### src/design/assert_macros.svh
`ifndef ASSERT_MACROS_SVH
`define ASSERT_MACROS_SVH

// Check that a condition holds at every clock edge outside reset.
`define ASSERT_ALWAYS(label, clk, rst_n, cond, msg) \
  label: assert property (@(posedge clk) disable iff (!rst_n) (cond)) \
    else $error(msg);

// Check that a condition in one cycle implies another in the same cycle.
`define ASSERT_IMPLIES(label, clk, rst_n, ante, cons, msg) \
  label: assert property (@(posedge clk) disable iff (!rst_n) (ante) |-> (cons)) \
    else $error(msg);

// Check that a condition in one cycle implies another in the next cycle.
`define ASSERT_NEXT(label, clk, rst_n, ante, cons, msg) \
  label: assert property (@(posedge clk) disable iff (!rst_n) (ante) |=> (cons)) \
    else $error(msg);

`endif

### src/design/dtp_pkg.sv
`default_nettype none

package dtp_pkg;

  localparam logic [29:0] NsPerSec    = 30'd1000000000;
  localparam logic [34:0] SecLimit    = 35'd18446744073;
  localparam logic [19:0] NsPerMilli  = 20'd1000000;
  localparam logic [9:0]  ScaleStep   = 10'd1000;
  localparam logic [3:0]  FracMaxDig  = 4'd9;
  localparam logic [3:0]  FracCntMax  = 4'd15;
  localparam logic [7:0]  CharDot     = 8'h2E;

  typedef enum logic [1:0] {
    StOk       = 2'd0,
    StBadFrac  = 2'd1,
    StOverflow = 2'd2
  } status_e;

  // Parse state captured at the byte that ends the timestamp.
  typedef struct packed {
    logic [34:0] sec;
    logic [29:0] frac;
    logic [3:0]  cnt;
    logic        ovf;
    logic [7:0]  endc;
  } fin_t;

  // Partial products and decoded status.
  typedef struct packed {
    logic [47:0] prod_lo;
    logic [46:0] prod_hi;
    logic [29:0] frac_ns;
    status_e     st;
    logic [7:0]  endc;
  } prod_t;

  // Whole-second nanoseconds, ready for the fraction add.
  typedef struct packed {
    logic [63:0] base;
    logic [29:0] frac_ns;
    status_e     st;
    logic [7:0]  endc;
  } base_t;

endpackage

`default_nettype wire

### src/design/decimal_timestamp_parser.sv
`default_nettype none

// Decimal timestamp parser. Takes one byte per cycle; line_start_i marks the
// first byte of a line. Parses decimal seconds, an optional '.' and 0/3/6/9
// fraction digits, and at the first byte that ends the timestamp delivers one
// transaction: time_ns_o (zero unless status is ok), status_o (0 ok, 1 bad
// fraction digit count, 2 overflow) and end_char_o. The byte parser updates
// its accumulators in the accepting cycle, so bytes stream at one per cycle
// with no gaps while in_ready_o is high. The nanosecond conversion runs in a
// four-register pipeline (capture, split 35x30 multiply, partial product add,
// fraction add with carry check). Input stalls only when every pipeline
// register is full and out_ready_i is low.
module decimal_timestamp_parser (
  input  wire logic        clk_i,
  input  wire logic        rst_ni,
  input  wire logic        in_valid_i,
  output logic             in_ready_o,
  input  wire logic [7:0]  byte_in_i,
  input  wire logic        line_start_i,
  output logic             out_valid_o,
  input  wire logic        out_ready_i,
  output logic [63:0]      time_ns_o,
  output logic [1:0]       status_o,
  output logic [7:0]       end_char_o
);
  import dtp_pkg::*;

  `include "assert_macros.svh"

  typedef enum logic [1:0] {
    PhIdle = 2'd0,
    PhSec  = 2'd1,
    PhFrac = 2'd2
  } phase_e;

  phase_e      phase_q, phase_d, eff_phase;
  logic [34:0] sec_q, sec_d, eff_sec;
  logic [29:0] frac_q, frac_d, eff_frac;
  logic [3:0]  cnt_q, cnt_d, eff_cnt;
  logic        ovf_q, ovf_d, eff_ovf;
  logic        is_digit;
  logic [38:0] sec_mac;
  logic [33:0] frac_mac;
  logic        in_fire, fin_fire;

  fin_t        s1_q, s1_d;
  prod_t       s2_q, s2_d;
  base_t       s3_q, s3_d;
  logic [63:0] ns_q, ns_d;
  status_e     st_q, st_d;
  logic [7:0]  endc_q;
  logic [64:0] sum;
  logic        v1_q, v2_q, v3_q, v4_q;
  logic        rdy1, rdy2, rdy3, rdy4;

  // Per-stage ready lets bubbles collapse behind a stalled output.
  assign rdy4       = !v4_q || out_ready_i;
  assign rdy3       = !v3_q || rdy4;
  assign rdy2       = !v2_q || rdy3;
  assign rdy1       = !v1_q || rdy2;
  assign in_ready_o = rdy1;
  assign in_fire    = in_valid_i && in_ready_o;

  // Byte parser
  always_comb begin
    eff_phase = line_start_i ? PhSec : phase_q;
    eff_sec   = line_start_i ? '0 : sec_q;
    eff_frac  = line_start_i ? '0 : frac_q;
    eff_cnt   = line_start_i ? '0 : cnt_q;
    eff_ovf   = line_start_i ? 1'b0 : ovf_q;
    is_digit  = byte_in_i inside {[8'h30:8'h39]};
    sec_mac   = {1'b0, eff_sec, 3'b000} + {3'b000, eff_sec, 1'b0}
              + {35'd0, byte_in_i[3:0]};
    frac_mac  = {1'b0, eff_frac, 3'b000} + {3'b000, eff_frac, 1'b0}
              + {30'd0, byte_in_i[3:0]};

    phase_d  = phase_q;
    sec_d    = sec_q;
    frac_d   = frac_q;
    cnt_d    = cnt_q;
    ovf_d    = ovf_q;
    fin_fire = 1'b0;

    if (in_fire) begin
      phase_d = eff_phase;
      sec_d   = eff_sec;
      frac_d  = eff_frac;
      cnt_d   = eff_cnt;
      ovf_d   = eff_ovf;
      case (eff_phase)
        PhSec: begin
          if (is_digit) begin
            if (!eff_ovf) begin
              if (sec_mac > {4'd0, SecLimit}) begin
                ovf_d = 1'b1;
              end else begin
                sec_d = sec_mac[34:0];
              end
            end
          end else if (byte_in_i == CharDot) begin
            phase_d = PhFrac;
          end else begin
            fin_fire = 1'b1;
            phase_d  = PhIdle;
          end
        end
        PhFrac: begin
          if (is_digit) begin
            if (eff_cnt < FracMaxDig) begin
              frac_d = frac_mac[29:0];
            end
            if (eff_cnt < FracCntMax) begin
              cnt_d = eff_cnt + 4'd1;
            end
          end else begin
            fin_fire = 1'b1;
            phase_d  = PhIdle;
          end
        end
        default: begin
          phase_d = PhIdle;
        end
      endcase
    end
  end

  assign s1_d = '{sec: eff_sec, frac: eff_frac, cnt: eff_cnt, ovf: eff_ovf,
                  endc: byte_in_i};

  // Split multiply and fraction scaling
  always_comb begin
    s2_d.prod_lo = 48'(s1_q.sec[17:0]) * 48'(NsPerSec);
    s2_d.prod_hi = 47'(s1_q.sec[34:18]) * 47'(NsPerSec);
    s2_d.endc    = s1_q.endc;
    case (s1_q.cnt)
      4'd3: begin
        s2_d.frac_ns = 30'(s1_q.frac[9:0]) * 30'(NsPerMilli);
        s2_d.st      = s1_q.ovf ? StOverflow : StOk;
      end
      4'd6: begin
        s2_d.frac_ns = 30'(s1_q.frac[19:0]) * 30'(ScaleStep);
        s2_d.st      = s1_q.ovf ? StOverflow : StOk;
      end
      4'd9: begin
        s2_d.frac_ns = s1_q.frac;
        s2_d.st      = s1_q.ovf ? StOverflow : StOk;
      end
      4'd0: begin
        s2_d.frac_ns = '0;
        s2_d.st      = s1_q.ovf ? StOverflow : StOk;
      end
      default: begin
        s2_d.frac_ns = '0;
        s2_d.st      = StBadFrac;
      end
    endcase
  end

  // Seconds never exceed the limit, so the whole-second product fits 64 bits.
  always_comb begin
    s3_d.base    = {16'd0, s2_q.prod_lo} + {s2_q.prod_hi[45:0], 18'd0};
    s3_d.frac_ns = s2_q.frac_ns;
    s3_d.st      = s2_q.st;
    s3_d.endc    = s2_q.endc;
  end

  // Fraction add; a carry out means the total passed 2^64-1.
  always_comb begin
    sum  = {1'b0, s3_q.base} + {35'd0, s3_q.frac_ns};
    st_d = s3_q.st;
    ns_d = sum[63:0];
    if (s3_q.st == StOk && sum[64]) begin
      st_d = StOverflow;
    end
    if (st_d != StOk) begin
      ns_d = '0;
    end
  end

  always_ff @(posedge clk_i or negedge rst_ni) begin
    if (!rst_ni) begin
      phase_q <= PhIdle;
      sec_q   <= '0;
      frac_q  <= '0;
      cnt_q   <= '0;
      ovf_q   <= 1'b0;
      v1_q    <= 1'b0;
      v2_q    <= 1'b0;
      v3_q    <= 1'b0;
      v4_q    <= 1'b0;
    end else begin
      phase_q <= phase_d;
      sec_q   <= sec_d;
      frac_q  <= frac_d;
      cnt_q   <= cnt_d;
      ovf_q   <= ovf_d;
      if (rdy1) v1_q <= fin_fire;
      if (rdy2) v2_q <= v1_q;
      if (rdy3) v3_q <= v2_q;
      if (rdy4) v4_q <= v3_q;
    end
  end

  always_ff @(posedge clk_i) begin
    if (rdy1 && fin_fire) s1_q <= s1_d;
    if (rdy2 && v1_q) s2_q <= s2_d;
    if (rdy3 && v2_q) s3_q <= s3_d;
    if (rdy4 && v3_q) begin
      ns_q   <= ns_d;
      st_q   <= st_d;
      endc_q <= s3_q.endc;
    end
  end

  assign out_valid_o = v4_q;
  assign time_ns_o   = ns_q;
  assign status_o    = st_q;
  assign end_char_o  = endc_q;

  `ASSERT_ALWAYS(a_sec_in_range, clk_i, rst_ni, sec_q <= SecLimit, "seconds above limit")
  `ASSERT_IMPLIES(a_sec_no_frac, clk_i, rst_ni, phase_q == PhSec, cnt_q == 4'd0 && frac_q == '0, "fraction state set during seconds")
  `ASSERT_IMPLIES(a_err_zero_ns, clk_i, rst_ni, out_valid_o && status_o != StOk, time_ns_o == '0, "nonzero time on error")
  `ASSERT_NEXT(a_s1_hold, clk_i, rst_ni, v1_q && !rdy2, v1_q && $stable(s1_q), "capture stage lost while stalled")

endmodule

`default_nettype wire
### config.mk
export PLATFORM = sky130hd
export DESIGN_NAME = decimal_timestamp_parser
export DESIGN_NICKNAME = d
export VERILOG_FILES = /design/src/design/dtp_pkg.sv /design/src/design/decimal_timestamp_parser.sv
export VERILOG_INCLUDE_DIRS = /design/src /design/src/design
export SDC_FILE = /design/constraint.sdc
export NUM_CORES = 2
export LEC_CHECK = 0
export ABC_AREA = 1
export BUFFER_PORTS_ARGS = -buffer_cell sky130_fd_sc_hd__buf_4
export CAP_MARGIN = 15
export CORE_MARGIN = 5
export CORE_UTILIZATION = 35
export CTS_CLUSTER_DIAMETER = 150
export CTS_CLUSTER_SIZE = 40
export DETAILED_ROUTE_END_ITERATION = 10
export PLACE_DENSITY_LB_ADDON = 0.05
export SYNTH_ARGS = -nofsm -noshare
export SYNTH_HDL_FRONTEND = slang
export SYNTH_SLANG_ARGS = --single-unit
### constraint.sdc
create_clock -name clk_i -period 7.8 [get_ports clk_i]
set_input_delay 0.78 -clock clk_i [delete_from_list [all_inputs] [get_ports clk_i]]
set_output_delay 0.78 -clock clk_i [all_outputs]
set_load 0.03 [all_outputs]
==> metrics.md <==
| Metric | Value |
|---|---|
| Setup Skew | 0.04752 ns |
| Clock slew at reported path FFs | 0.15 ns |
| Share of layout cells above drive strength 1 | 4.193% |
| Critical path's top delay family | adder cells |
| Synth Flop Type | edfxtp_1 |
| Register-to-Register Path Depth | 23 |
| Die Y-Extent | 365.5 microns |
| Worst Path Required | 8.16 ns |
| Netlist cell types | 59 |
| Post-synthesis cell area | 44230 sq um |
| Fmax | 154.3 MHz |
| Synth top area share | 24.64% |
| Post-synth EDFFs | 363 |
| Power Density | 223.8 nW/um^2 |
| Avg WL per Cell | 18.18 microns |
| Worst vdd ir | 0.2130 mV |
| Die width | 365.5 microns |
| DRT iter0 DRCs | 1900 |
| Fill cells | 12990 |
| First-pass GRT wire length | 192.7 mm |
| Core area | 125600 sq um |
| Number of global-route vias before repair | 32850 |
| Area of the multi-input gates | 27200 sq um |
| Hold Path Class | in -> async |
| Rel. slew slack | 27.38% |
| Met3 WL post-DR | 4.507 mm |
| Status | completed |
| Pint | 5.866 mW |
| Most numerous cell in the Yosys netlist | inv_1 |
| Post-synthesis instance total | 4953 |
| FF+latch count, synth | 439 |
| Final Setup Violations | 0 |
| Pre-antenna DRT Iters | 8 |
| Final WS setup | 1.321 ns |
| Crit. End Element | flop |
| Sw Ratio | 44.79% |
| Register share of total power | 30.1% |
| Final Hold Slack | 0.03813 ns |
| CTS Sinks | 439 |
| Num CTS Buffers | 16 |
| Dominant cells by area after synthesis | edfxtp_1, fa_1, ha_1 |
| Pins Over Slew Limit | 0 |
| RePlAce Congestion | 0.8587 |
| Die area | 133600 sq um |
| Part of the Yosys area used for sequential elements | 28.94% |
| IO Pins | 89 |
| LEAKAGE | 23.39 nW |
| Post-detail-place hpwl | 103.1 mm |
| MaxCap Viol Count | 0 |
| Yosys warning total | 0 |
| RSZ-0062 raised after global routing | no |
| PostCTS Resize Cnt | 0 |
| Root buffer cell | clkbuf_16 |
| CP max FO | 8 |
| Area Overhead vs Synth | 7.304% |
| Max Used Layer | met4 |
| CP max stage delay | 0.63 ns |
| Net switching power figure | 4.758 mW |
| CTS tree | done |
| Top post-synthesis cells by count | inv_1, nand2_1, ha_1, fa_1, edfxtp_1 |
| H-tree depth | 1 |
| CP Class | reg -> reg |
| DRT Wirelength | 121.6 mm |
| Logic pwr share | 58.3% |
| Clk buf depth | 3 |
| # port buffers | 88 |
| Vias per cell | 4.728 |
| WP buf/inv | 5 |
| Initial antenna violation count | 3 |
| Critical path cell sequence | inv_1 > ha_1 > inv_1 > fa_1 > fa_1 > inv_1 > fa_1 > fa_1 > inv_1 > fa_1 > ha_1 > a21oi_1 > o21ai_0 > inv_1 > nand2_1 > a21boi_0 > o21ai_0 > a21boi_0 > o21ai_0 > a21oi_1 > o21ai_0 > nand2_1 > nand2_1 |
| Clock group share of total power | 11.6% |
| Tcrit/Tclk final | 83.07% |
| Core Util, Final | 37.80% |
| Initial Util | 35.22% |
| Post-CTS setup repair buffer count | 0 |
| Post-Synthesis Mean Instance Area | 8.930 sq um |
| Gr usage total | 18.49% |
| Largest net degree at the start of global routing | 67 |
| Nets | 6027 |
| # hold bufs at CTS | 0 |
| Post-synth ARST share | 17.31% |
| GRT overflow | 0 |
| Clk Latency, worst-skew pair | 0.62 ns |
| Wl on met1 | 64.26 mm |
| Cell taking the most area after synthesis | edfxtp_1 |
| Antenna-violating nets left | 0 |
| Worst setup SP type | flop |
| Met2 WL | 51.53 mm |
| Stages on worst setup path | 23 |
| Fin Setup TNS | 0 ns |
| Worst slew pin tran | 1.089 ns |
| Via count | 31610 |
| # rows | 130 |
| Place WS | 1.333 ns |
| Fin. Hold Viols | 0 |
| Mapped Nets | 5956 |
| Post-route DRC | 0 |
| Min Clock Period, post-route | 6.479 ns |
| Critical-path top delay cell | edfxtp_1 |
| FF+latch area | 12800 sq um |
| Arrival time worst endpoint | 6.84 ns |
==> final timing paths <==
path	from	endpoint	slack, ns
hold reg to reg	s2_q[17]$_DFFE_PP_	s3_q[17]$_DFFE_PP_	0.43
max in group asynchronous	rst_ni	sec_q[25]$_DFFE_PN0P_	6.58
hold / removal	rst_ni	phase_q[0]$_DFFE_PN0P_	0.04
setup / recovery	s1_q[50]$_DFFE_PP_	s2_q[131]$_DFFE_PP_	1.32
setup reg to reg	s1_q[50]$_DFFE_PP_	s2_q[131]$_DFFE_PP_	1.32
min in group clk_i	byte_in_i[6]	s1_q[6]$_DFFE_PP_	0.34
==> layout make-up <==
| cell class | count | area share, % |
|---|---|---|
| antenna | 3 | 0.01582 |
| clock buffer | 20 | 0.8752 |
| clock inverter | 6 | 0.2768 |
| inverter | 1065 | 8.433 |
| multi-input combinational | 3391 | 57.32 |
| sequential | 439 | 26.97 |
| tap | 1650 | 4.350 |
| timing repair buffer | 111 | 1.756 |
==> kinds of logic (layout without fill, tap and decap cells) <==
| family | Yosys count | after routing | share of synthesized area [%] |
|---|---|---|---|
| flip-flops | 439 | 439 | 28.94 |
| other | 0 | 3 | 0 |
| XOR/XNOR | 164 | 164 | 3.247 |
| adder cells (fa/ha/maj) | 990 | 990 | 34.71 |
| buffers and inverters | 1123 | 1202 | 9.606 |
| AND/OR/NAND/NOR | 1592 | 1592 | 15.31 |
| AO/OA/AOI/OAI | 645 | 645 | 8.187 |
==> metal layers <==
layer	up-vias	track usage, %
li1	16120	-
met1	15010	28.45
met2	424	28.82
met3	45	2.072
met4	0	2.150
met5	-	0
==> registers in the layout (all words and copies together) (netlist names) <==
register and count:
frac_q 30, out_valid_o 1, sec_q 35, v3_q 1
s3_q 95, v1_q 1, s1_q 78, cnt_q 4
s2_q 116, status_o 2, end_char_o 8, time_ns_o 64
phase_q 2, ovf_q 1, v2_q 1
==> power by group through the flow <==
stage               Combinational, mW  Clock, mW  Sequential [mW]
CTS                              6.26       1.30             3.21
floorplan                        4.55          0             3.23
global placement                 6.26          0             3.26
detailed placement               6.20          0             3.26
global route                     7.16       1.37             3.23
finish                           6.20       1.23             3.20
==> metrics by stage <==
step                      cell area [sq um]  instances  power (mW)
after floorplan                       44230       4953       7.782
after global placement                46910       6656       9.516
after detailed placement              46910       6656       9.465
after CTS                             47450       6682       10.76
after global routing                  47450       6682       11.75
final                                 47460       6685       10.62
==> cells in the final DEF (no fill, tap or decap), types with 10 or more instances in the layout <==
| cell type | instances |
|---|---|
| a21oi_1 | 299 |
| xor2_1 | 102 |
| a21boi_0 | 11 |
| fa_1 | 395 |
| buf_4 | 111 |
| nor2_2 | 12 |
| nand3_1 | 166 |
| o211ai_1 | 29 |
| a21o_1 | 16 |
| xnor2_1 | 62 |
| a31oi_1 | 17 |
| edfxtp_1 | 363 |
| o221ai_1 | 15 |
| o21ai_0 | 187 |
| nor2_1 | 312 |
| o22ai_1 | 13 |
| ha_1 | 595 |
| or2_2 | 26 |
| nor3_1 | 51 |
| nand4_1 | 58 |
| dfrtp_1 | 76 |
| clkbuf_16 | 16 |
| o21bai_1 | 12 |
| o21a_1 | 14 |
| nor4_1 | 22 |
| nor3b_1 | 12 |
| nand2_1 | 887 |
| nand2_2 | 10 |
| inv_1 | 1051 |
==> worst register-to-register path: stages (launching register included) <==
cell	delay [ns]
edfxtp_1	0.63
inv_1	0.15
ha_1	0.42
inv_1	0.12
fa_1	0.49
fa_1	0.52
inv_1	0.05
fa_1	0.47
fa_1	0.54
inv_1	0.05
fa_1	0.41
ha_1	0.36
a21oi_1	0.15
o21ai_0	0.09
inv_1	0.06
nand2_1	0.08
a21boi_0	0.38
o21ai_0	0.22
a21boi_0	0.32
o21ai_0	0.19
a21oi_1	0.28
o21ai_0	0.12
nand2_1	0.07
nand2_1	0.05
(Power assumes the default switching activity.)
